## src/sv/dsbf_pkg.sv

```systemverilog
// Shared constants, types and state codes of the shell band filler
package dsbf_pkg;

	localparam int NBANDS = 64;
	localparam int AW     = $clog2(NBANDS);
	localparam int CW     = AW + 1;
	localparam int E_W    = 32;
	localparam int OCC_W  = 18;
	localparam int EC_W   = 24;
	localparam int TOL_W  = 31;
	localparam int CFG_W  = 31;
	localparam int CAP_W  = OCC_W + CW;

	localparam logic [EC_W-1:0]  EC_RESET  = '0;
	localparam logic [OCC_W-1:0] MO_RESET  = 18'd131072;
	localparam logic [TOL_W-1:0] TOL_RESET = 31'd66;

	typedef enum logic [1:0] {
		CFG_ELECTRON_COUNT = 2'd0,
		CFG_MAX_OCCUPATION = 2'd1,
		CFG_DEGEN_TOL      = 2'd2,
		CFG_UNUSED         = 2'd3
	} cfg_idx_t;

	typedef enum logic [12:0] {
		S_LOAD = 13'b0000000000001,
		S_RDH  = 13'b0000000000010,
		S_HEAD = 13'b0000000000100,
		S_SCAN = 13'b0000000001000,
		S_CAP  = 13'b0000000010000,
		S_DEC  = 13'b0000000100000,
		S_DIV  = 13'b0000001000000,
		S_WR   = 13'b0000010000000,
		S_POT1 = 13'b0000100000000,
		S_POT2 = 13'b0001000000000,
		S_POT3 = 13'b0010000000000,
		S_ORD  = 13'b0100000000000,
		S_OV   = 13'b1000000000000
	} state_t;

	typedef struct packed {
		logic            start;
		logic [EC_W-1:0] dividend;
		logic [CW-1:0]   divisor;
	} div_req_t;

	typedef struct packed {
		logic            done;
		logic [EC_W-1:0] quotient;
	} div_rsp_t;

endpackage

```

## src/sv/dsbf_ifs.sv

```systemverilog
// Band input and result output channel interfaces
interface dsbf_band_if;
	logic              valid;
	logic              ready;
	logic signed [31:0] band_energy;
	logic              last_band;
	modport source (output valid, band_energy, last_band, input ready);
	modport sink (input valid, band_energy, last_band, output ready);
endinterface

interface dsbf_result_if;
	logic               valid;
	logic               ready;
	logic [17:0]        occupation;
	logic [5:0]         band_number;
	logic               final_result;
	logic signed [31:0] chemical_potential;
	logic [23:0]        occupation_sum;
	logic               capacity_error;
	modport source (output valid, occupation, band_number, final_result, chemical_potential,
		occupation_sum, capacity_error, input ready);
	modport sink (input valid, occupation, band_number, final_result, chemical_potential,
		occupation_sum, capacity_error, output ready);
endinterface

```

## src/sv/degenerate_shell_band_filler.sv

```systemverilog
// Top level: loads bands, walks shells, fills occupations, emits results
//
//   channel | dir | payload
//   band    | in  | band_energy, last_band
//   result  | out | occupation, band_number, final_result, chemical_potential,
//           |     | occupation_sum, capacity_error
//   cfg     | in  | cfg_write_en, cfg_index, cfg_data
//
// A non-last band is written to the energy RAM. On the last band a sequencer walks the
// shells: for each shell it reads the head energy, scans the energy RAM for close bands,
// computes the capacity and writes the occupations (restoring divider for a partly filled shell).
// Then the potential is computed, and each result takes an occupation RAM read,
// then an output hold until the transfer.
// Reset clears control state only; RAM contents are undefined.
module degenerate_shell_band_filler import dsbf_pkg::*; (
	input  logic               clk,
	input  logic               arst_n,
	input  logic               cfg_write_en,
	input  logic [1:0]         cfg_index,
	input  logic [CFG_W-1:0]   cfg_data,
	dsbf_band_if.sink          band,
	dsbf_result_if.source      result
);
	state_t state_q;

	logic [EC_W-1:0]  ec_q;
	logic [OCC_W-1:0] mo_q;
	logic [TOL_W-1:0] tol_q;

	logic [CW-1:0]    cnt_q, n_q, i_q, j_q, fill_end_q;
	logic             ovf_q, err_q;
	logic [E_W-1:0]   efirst_q, mu_q;
	logic [EC_W-1:0]  rem_q, sum_q;
	logic [CAP_W-1:0] cap_q;
	logic [OCC_W-1:0] fval_q;
	logic [AW-1:0]    lo_q, pf_idx_q, b_q;
	logic             lo_vld_q, nf_seen_q, pf_ok_q, mid_q;

	logic             accept;
	logic [CW-1:0]    n_new;
	logic             ovf_new, err_new;
	logic [E_W-1:0]   e_rd;
	logic [AW-1:0]    e_raddr;
	logic [OCC_W-1:0] occ_rd;
	logic [E_W:0]     diff, absd;
	logic             close;
	logic [CW-1:0]    size;
	logic [CW-1:0]    lo_next;
	logic             is_final;
	div_req_t         div_req;
	div_rsp_t         div_rsp;

	// configuration registers
	always_ff @(posedge clk or negedge arst_n) begin
		if (!arst_n) begin
			ec_q  <= EC_RESET;
			mo_q  <= MO_RESET;
			tol_q <= TOL_RESET;
		end else if (cfg_write_en) begin
			unique case (cfg_idx_t'(cfg_index))
				CFG_ELECTRON_COUNT: ec_q  <= cfg_data[EC_W-1:0];
				CFG_MAX_OCCUPATION: mo_q  <= cfg_data[OCC_W-1:0];
				CFG_DEGEN_TOL:      tol_q <= cfg_data[TOL_W-1:0];
				default: ;
			endcase
		end
	end

	assign band.ready = (state_q == S_LOAD);
	assign accept     = band.valid && band.ready;
	assign n_new      = cnt_q + CW'(!cnt_q[CW-1]);
	assign ovf_new    = ovf_q || cnt_q[CW-1];
	assign err_new    = ovf_new || ({{CAP_W-EC_W{1'b0}}, ec_q} > mo_q * n_new);

	assign diff    = $signed({e_rd[E_W-1], e_rd}) - $signed({efirst_q[E_W-1], efirst_q});
	assign absd    = diff[E_W] ? (~diff + 1'b1) : diff;
	assign close   = absd < {2'b00, tol_q};
	assign size    = j_q - i_q;
	assign lo_next = {1'b0, lo_q} + 1'b1;
	assign is_final = ({1'b0, b_q} + 1'b1) == n_q;

	always_comb begin
		unique case (state_q)
			S_RDH:   e_raddr = i_q[AW-1:0];
			S_HEAD:  e_raddr = AW'(i_q + 1'b1);
			S_SCAN:  e_raddr = AW'(j_q + 1'b1);
			S_POT1:  e_raddr = pf_ok_q ? pf_idx_q : (lo_vld_q ? lo_q : '0);
			S_POT2:  e_raddr = lo_next[AW-1:0];
			default: e_raddr = '0;
		endcase
	end

	dsbf_ram #(.WIDTH(E_W), .DEPTH(NBANDS)) u_energy (
		.clk   (clk),
		.we    (accept && !cnt_q[CW-1]),
		.waddr (cnt_q[AW-1:0]),
		.wdata (band.band_energy),
		.re    (1'b1),
		.raddr (e_raddr),
		.rdata (e_rd)
	);

	dsbf_ram #(.WIDTH(OCC_W), .DEPTH(NBANDS)) u_occ (
		.clk   (clk),
		.we    (state_q == S_WR),
		.waddr (i_q[AW-1:0]),
		.wdata (fval_q),
		.re    (state_q == S_ORD),
		.raddr (b_q),
		.rdata (occ_rd)
	);

	assign div_req.start    = (state_q == S_DEC) && ({1'b0, rem_q} < cap_q);
	assign div_req.dividend = rem_q;
	assign div_req.divisor  = size;

	dsbf_div u_div (
		.clk    (clk),
		.arst_n (arst_n),
		.req    (div_req),
		.rsp    (div_rsp)
	);

	always_ff @(posedge clk or negedge arst_n) begin
		if (!arst_n) begin
			state_q <= S_LOAD;
			cnt_q   <= '0;
			ovf_q   <= 1'b0;
		end else begin
			unique case (state_q)
				S_LOAD: begin
					if (accept) begin
						if (band.last_band) begin
							cnt_q <= '0;
							ovf_q <= 1'b0;
							if (err_new) begin
								state_q <= S_ORD;
							end else if (ec_q == '0) begin
								state_q <= S_POT1;
							end else begin
								state_q <= S_RDH;
							end
						end else begin
							cnt_q <= n_new;
							ovf_q <= ovf_new;
						end
					end
				end
				S_RDH: state_q <= S_HEAD;
				S_HEAD: state_q <= ((i_q + 1'b1) < n_q) ? S_SCAN : S_CAP;
				S_SCAN: begin
					if (!close || (j_q + 1'b1) >= n_q) begin
						state_q <= S_CAP;
					end
				end
				S_CAP: state_q <= S_DEC;
				S_DEC: state_q <= div_req.start ? S_DIV : S_WR;
				S_DIV: begin
					if (div_rsp.done) begin
						state_q <= S_WR;
					end
				end
				S_WR: begin
					if ((i_q + 1'b1) == j_q) begin
						state_q <= (j_q < n_q && rem_q != '0) ? S_RDH : S_POT1;
					end
				end
				S_POT1: state_q <= S_POT2;
				S_POT2: state_q <= mid_q ? S_POT3 : S_ORD;
				S_POT3: state_q <= S_ORD;
				S_ORD: state_q <= S_OV;
				S_OV: begin
					if (result.ready) begin
						state_q <= is_final ? S_LOAD : S_ORD;
					end
				end
				default: state_q <= S_LOAD;
			endcase
		end
	end

	// datapath registers
	always_ff @(posedge clk) begin
		unique case (state_q)
			S_LOAD: begin
				if (accept && band.last_band) begin
					n_q        <= n_new;
					err_q      <= err_new;
					rem_q      <= ec_q;
					i_q        <= '0;
					sum_q      <= '0;
					lo_vld_q   <= 1'b0;
					nf_seen_q  <= 1'b0;
					pf_ok_q    <= 1'b0;
					fill_end_q <= '0;
					mu_q       <= '0;
					b_q        <= '0;
				end
			end
			S_HEAD: begin
				efirst_q <= e_rd;
				j_q      <= i_q + 1'b1;
			end
			S_SCAN: begin
				if (close) begin
					j_q <= j_q + 1'b1;
				end
			end
			S_CAP: cap_q <= mo_q * size;
			S_DEC: begin
				if (!div_req.start) begin
					fval_q <= mo_q;
					rem_q  <= rem_q - cap_q[EC_W-1:0];
				end
			end
			S_DIV: begin
				if (div_rsp.done) begin
					fval_q <= div_rsp.quotient[OCC_W-1:0];
					rem_q  <= '0;
				end
			end
			S_WR: begin
				sum_q <= sum_q + EC_W'(fval_q);
				i_q   <= i_q + 1'b1;
				if (fval_q != '0) begin
					lo_q     <= i_q[AW-1:0];
					lo_vld_q <= 1'b1;
				end
				if (!nf_seen_q && fval_q < mo_q) begin
					nf_seen_q <= 1'b1;
					pf_ok_q   <= (fval_q != '0);
					pf_idx_q  <= i_q[AW-1:0];
				end
				if ((i_q + 1'b1) == j_q) begin
					fill_end_q <= j_q;
				end
			end
			S_POT1: mid_q <= !pf_ok_q && lo_vld_q && (lo_next < n_q);
			S_POT2: mu_q <= e_rd;
			S_POT3: begin
				mu_q <= E_W'(($signed({mu_q[E_W-1], mu_q}) + $signed({e_rd[E_W-1], e_rd})) >>> 1);
			end
			S_OV: begin
				if (result.ready && !is_final) begin
					b_q <= b_q + 1'b1;
				end
			end
			default: ;
		endcase
	end

	// error answers: fill_end, sum and potential stay zero
	assign result.valid              = (state_q == S_OV);
	assign result.occupation         = ({1'b0, b_q} < fill_end_q) ? occ_rd : '0;
	assign result.band_number        = b_q;
	assign result.final_result       = is_final;
	assign result.chemical_potential = mu_q;
	assign result.occupation_sum     = sum_q;
	assign result.capacity_error     = err_q;
endmodule

```

## src/sv/dsbf_ram.sv

```systemverilog
// Generic single write, single read RAM with registered read data
module dsbf_ram #(
	parameter int WIDTH = 32,
	parameter int DEPTH = 64
) (
	input  logic                     clk,
	input  logic                     we,
	input  logic [$clog2(DEPTH)-1:0] waddr,
	input  logic [WIDTH-1:0]         wdata,
	input  logic                     re,
	input  logic [$clog2(DEPTH)-1:0] raddr,
	output logic [WIDTH-1:0]         rdata
);
	logic [WIDTH-1:0] mem_q [DEPTH];

	always_ff @(posedge clk) begin
		if (we) begin
			mem_q[waddr] <= wdata;
		end
		if (re) begin
			rdata <= mem_q[raddr];
		end
	end
endmodule

```

## src/sv/dsbf_div.sv

```systemverilog
// Restoring divider, one quotient bit per cycle
module dsbf_div import dsbf_pkg::*; (
	input  logic     clk,
	input  logic     arst_n,
	input  div_req_t req,
	output div_rsp_t rsp
);
	logic            busy_q;
	logic            done_q;
	logic [4:0]      cnt_q;
	logic [EC_W-1:0] q_q;
	logic [CW-1:0]   r_q;
	logic [CW-1:0]   d_q;
	logic [CW+1:0]   trial;

	assign trial = {1'b0, r_q, q_q[EC_W-1]} - {2'b00, d_q};

	always_ff @(posedge clk or negedge arst_n) begin
		if (!arst_n) begin
			busy_q <= 1'b0;
			done_q <= 1'b0;
			cnt_q  <= '0;
		end else begin
			done_q <= 1'b0;
			if (req.start) begin
				busy_q <= 1'b1;
				cnt_q  <= 5'(EC_W - 1);
			end else if (busy_q) begin
				cnt_q <= cnt_q - 5'd1;
				if (cnt_q == '0) begin
					busy_q <= 1'b0;
					done_q <= 1'b1;
				end
			end
		end
	end

	always_ff @(posedge clk) begin
		if (req.start) begin
			q_q <= req.dividend;
			r_q <= '0;
			d_q <= req.divisor;
		end else if (busy_q) begin
			if (!trial[CW+1]) begin
				r_q <= trial[CW-1:0];
				q_q <= {q_q[EC_W-2:0], 1'b1};
			end else begin
				r_q <= {r_q[CW-2:0], q_q[EC_W-1]};
				q_q <= {q_q[EC_W-2:0], 1'b0};
			end
		end
	end

	assign rsp.done     = done_q;
	assign rsp.quotient = q_q;
endmodule

```

## src/flat_wrapper.sv

```systemverilog
// flat-port wrapper written by rule: the top's interface ports become plain ports
module degenerate_shell_band_filler_flat import dsbf_pkg::*;
  (clk, arst_n, cfg_write_en, cfg_index, cfg_data, band_valid, band_band_energy, band_last_band, band_ready, result_valid, result_occupation, result_band_number, result_final_result, result_chemical_potential, result_occupation_sum, result_capacity_error, result_ready);
  dsbf_band_if band_i ();
  dsbf_result_if result_i ();
  input  logic clk;
  input  logic arst_n;
  input  logic cfg_write_en;
  input  logic [1:0] cfg_index;
  input  logic [CFG_W-1:0] cfg_data;
  input wire logic [$bits(band_i.valid)-1:0] band_valid;
  input wire logic [$bits(band_i.band_energy)-1:0] band_band_energy;
  input wire logic [$bits(band_i.last_band)-1:0] band_last_band;
  output wire logic [$bits(band_i.ready)-1:0] band_ready;
  output wire logic [$bits(result_i.valid)-1:0] result_valid;
  output wire logic [$bits(result_i.occupation)-1:0] result_occupation;
  output wire logic [$bits(result_i.band_number)-1:0] result_band_number;
  output wire logic [$bits(result_i.final_result)-1:0] result_final_result;
  output wire logic [$bits(result_i.chemical_potential)-1:0] result_chemical_potential;
  output wire logic [$bits(result_i.occupation_sum)-1:0] result_occupation_sum;
  output wire logic [$bits(result_i.capacity_error)-1:0] result_capacity_error;
  input wire logic [$bits(result_i.ready)-1:0] result_ready;
  assign band_i.valid = band_valid;
  assign band_i.band_energy = band_band_energy;
  assign band_i.last_band = band_last_band;
  assign band_ready = band_i.ready;
  assign result_valid = result_i.valid;
  assign result_occupation = result_i.occupation;
  assign result_band_number = result_i.band_number;
  assign result_final_result = result_i.final_result;
  assign result_chemical_potential = result_i.chemical_potential;
  assign result_occupation_sum = result_i.occupation_sum;
  assign result_capacity_error = result_i.capacity_error;
  assign result_i.ready = result_ready;
  degenerate_shell_band_filler u_core (.clk(clk), .arst_n(arst_n), .cfg_write_en(cfg_write_en), .cfg_index(cfg_index), .cfg_data(cfg_data), .band(band_i), .result(result_i));
endmodule
```

## config.mk

```make
export PLATFORM = sky130hd
export DESIGN_NAME = degenerate_shell_band_filler_flat
export DESIGN_NICKNAME = d
export VERILOG_FILES = /design/src/sv/dsbf_pkg.sv /design/src/sv/dsbf_ifs.sv /design/src/sv/degenerate_shell_band_filler.sv /design/src/sv/dsbf_ram.sv /design/src/sv/dsbf_div.sv /design/src/flat_wrapper.sv
export SDC_FILE = /design/constraint.sdc
export NUM_CORES = 2
export LEC_CHECK = 0
export BUFFER_PORTS_ARGS = -buffer_cell sky130_fd_sc_hd__buf_4
export CAP_MARGIN = 30
export CELL_PAD_IN_SITES_DETAIL_PLACEMENT = 1
export CELL_PAD_IN_SITES_GLOBAL_PLACEMENT = 1
export CORE_MARGIN = 2
export CORE_UTILIZATION = 29
export DETAILED_ROUTE_END_ITERATION = 16
export GPL_TIMING_DRIVEN = 0
export PLACE_DENSITY = 0.59
export SLEW_MARGIN = 40
export SYNTH_ARGS = -nofsm -noshare
export SYNTH_HDL_FRONTEND = slang
export SYNTH_SLANG_ARGS = --single-unit
export TNS_END_PERCENT = 5
```

## constraint.sdc

```tcl
create_clock -name clk -period 10.7 [get_ports clk]
set_input_delay 1.07 -clock clk [delete_from_list [all_inputs] [get_ports clk]]
set_output_delay 1.07 -clock clk [all_outputs]
set_load 0.005 [all_outputs]
```

==> flow_summary.json <==
{
  "start_kind": "flop",
  "cts_root_buf": "clkbuf_16",
  "netlist_area_sq_um": 156000,
  "syn_inst": 11200,
  "insertion_delay_ns": 1.02,
  "crit_buf_inv": 4,
  "critPathRequiredTime_ns": 11.59,
  "place_ws_ns": 0.982,
  "hpwl_mm": 403,
  "cp-end-kind": "flop",
  "vias": 103000,
  "leakage_uw": 0.0644,
  "std_cell_rows": 269,
  "slowest_delay_ns": 0.76,
  "gr-usage-all-layers": 0.201,
  "dr.pass1.iters": 6,
  "critPathSlowestCell": "nand3_2",
  "critPathTopFamily": "compound AO/OA/AOI/OAI gates",
  "core-area_sq_um": 536000,
  "p_comb_frac": 0.389,
  "status": "complete, no violations",
  "via_per_inst": 5.24,
  "drt_iter0_markers": 12800,
  "top_usage_layer": "met2",
  "tightest_slew_ns": 1.01,
  "crit_start": "u_core.cnt_q[4]",
  "synth_edf_count": 3455,
  "period_share": 0.923,
  "wl_mm": 563,
  "num_io_pins": 155,
  "fmax_ghz": 0.101,
  "clock-sinks": 3595,
  "p_per_area_nw_per_um2": 266,
  "hold_viol": 0,
  "sequentialPowerShare": 0.340,
  "final_antenna_net_count": 0,
  "htreeDepth": 5,
  "wl_per_cell_um": 28.7,
  "ir_drop_mv": 0.529,
  "final_nets": 12600,
  "synthFlopType": "edfxtp_1",
  "numCtsBuffers": 376,
  "grt_max_degree": 70,
  "clkTransAtPathRegs_ns": 0.06,
  "fin_setup_tns_ns": 0,
  "period_minus_slack_ns": 9.87,
  "use_met1": 0.284,
  "yosysUniqueCellTypes": 97,
  "yosys_register_bits": 3595,
  "grt.met2_usage": 0.316,
  "grt_pass1_vias": 102000,
  "cts_resized": 0,
  "clkPwrFrac": 0.271,
  "ys_warn_count": 0,
  "mostFrequentLayoutCell": "edfxtp_1",
  "port_buffers": 154,
  "grtUsageMet3": 0.0296,
  "grt_antenna_before_repair": 54,
  "crit_cells": 31,
  "fin_ws_ns": 0.825,
  "slew_headroom": 0.328,
  "critPathKind": "reg2reg",
  "maxSlewViolCount": 0,
  "r2r-start": "u_core.cnt_q[4]",
  "die_w_um": 738,
  "gr-total-overflow": 0,
  "grt_pass1_wl_mm": 789,
  "p_switching_uw": 18100,
  "drc_errors": 0,
  "final_cell_mix": "edfxtp_1, nand2_1, nand3_1, clkbuf_1, clkbuf_16",
  "endpoint": "u_core.state_q[8]",
  "cts_buffer_depth": 4,
  "critPathArrivalTime_ns": 10.76,
  "cts_tree": "built",
  "die_h_um": 738,
  "synth_nets": 11700,
  "r2r_end": "u_core.state_q[8]",
  "ff2ff_setup_slack_ns": 0.83,
  "initial_core_util": 0.291,
  "gp_congestion": 0.900,
  "rsz0062_at_grt": "no",
  "clock_skew_ns": 0.0920,
  "min_path_type": "in2reg",
  "drv_cap": 0,
  "syn_to_final_growth_pct": 19.6,
  "avgSynthCellArea_sq_um": 14.0,
  "drive_above_1_share": 0.164,
  "die-area_sq_um": 545000,
  "setup_viol": 0,
  "switching_share": 0.366,
  "ys_async_sr_fraction": 0.0281,
  "power.internal_uw": 31500,
  "seq_area_frac_synth": 0.685,
  "crit_fanout": 10,
  "reg2reg_depth": 31
}
[area by class of cell]
class | instances | area (sq um)
clock inverter | 230 | 2440
timing repair buffer | 485 | 7260
clock buffer | 461 | 9940
multi-input combinational | 6621 | 47100
buffer | 614 | 2600
fill | 56400 | 350000
inverter | 364 | 1370
sequential | 3595 | 107000
tap | 7181 | 8980
antenna | 21 | 52.6
[cell usage after synthesis (15+ instances only)]
master,n,area (sq um)
a31oi_1,86,538
nor2_1,356,1340
fa_1,164,3280
nand3b_1,15,113
or3_1,19,119
and3_1,123,769
inv_1,362,1360
o21bai_1,25,188
dfxtp_1,39,781
nor4_1,56,350
dfrtp_1,97,2430
buf_1,103,387
nor2b_1,64,400
clkbuf_1,421,1580
a211oi_1,41,308
mux4_2,378,8510
o31ai_1,19,143
a311oi_1,173,1520
xnor2_1,129,1130
o211ai_1,38,285
nand3_1,1022,5110
xor2_1,75,657
edfxtp_1,3455,104000
nand4_1,27,169
a21o_1,67,503
buf_2,86,430
mux2_2,97,1090
nand2b_1,41,257
o21ai_0,144,721
and2_1,90,563
ha_1,315,3940
nor3_1,55,275
o21a_1,24,180
a22o_1,54,473
nand2_1,2385,8950
o22ai_1,20,125
a21oi_1,330,1650
[stage by stage]
stage	power (uW)	hold slack (ns)	cell area [sq um]	util	cells
3_5_place_dp	36400	0.487	174000	0.325	18900
5_1_grt	52200	0.286	187000	0.348	19600
4_1_cts	49900	0.260	187000	0.348	19500
6_report	49600	0.334	187000	0.348	19600
2_1_floorplan	29400	0.439	156000	-	11200
3_3_place_gp	35900	0.479	166000	0.310	18500
[sequential cells by signal (all words and copies together), names as in the netlist, 25 cells and up]
| signal | cells |
|---|---|
| u_core.u_energy.mem_q | 2048 |
| u_core.u_occ.mem_q | 1152 |
| u_core.efirst_q | 32 |
| u_core.result.chemical_potential | 32 |
| u_core.u_energy.rdata | 32 |
| u_core.tol_q | 31 |
| u_core.cap_q | 25 |
[worst reg2reg max path: cells and delay by family, from the launching register on]
kind                       cells  cell delay, ns
adders and majority gates      6            2.60
DFF                            1            0.32
and+or+nand+nor                6            2.02
AOI/OAI and AO/OA             13            2.87
xor gates and xnor gates       2            0.65
buffers and inverters          4            1.31
[cells by family after synthesis]
group	share of synthesized area
and+or+nand+nor	0.122
DFF	0.685
AOI/OAI and AO/OA	0.0492
buffers and inverters	0.0243
muxes	0.0621
adders and majority gates	0.0462
xor gates and xnor gates	0.0114
[per-layer routing]
metal	vias to the layer above	wire [um]
li1	43400	-
met1	54000	241000
met2	4278	255000
met3	896	44200
met4	18	22500
met5	-	117
[timing repair]
| item | in CTS | in global routing |
|---|---|---|
| buffers inserted | 0 | 0 |
| hold endpoints to repair | 31 | 0 |
| hold buffers | 1 | 0 |
[worst min path at each step]
stage | from | slack [ns] | to | cells past startpoint
after global placement | u_core.i_q[2] | 0.48 | u_core.pf_idx_q[2] | 0
after floorplan | u_core.i_q[2] | 0.44 | u_core.lo_q[2] | 0
final | result_ready | 0.33 | u_core.state_q[12] | 2
after detailed placement | u_core.i_q[2] | 0.49 | u_core.lo_q[2] | 0
after global routing | cfg_data[24] | 0.29 | u_core.tol_q[24] | 2
after CTS | cfg_data[29] | 0.26 | u_core.tol_q[29] | 2
[power by group through the flow]
stage / Sequential (uW) / Clock [uW] / Combinational, uW
3_5_place_dp: 17200 / 0 / 19300
4_1_cts: 16900 / 13600 / 19400
3_3_place_gp: 17200 / 0 / 18800
5_1_grt: 16900 / 14100 / 21200
6_report: 16900 / 13500 / 19300
2_1_floorplan: 16900 / 0 / 12500
Power figures use the tool's default switching activity.
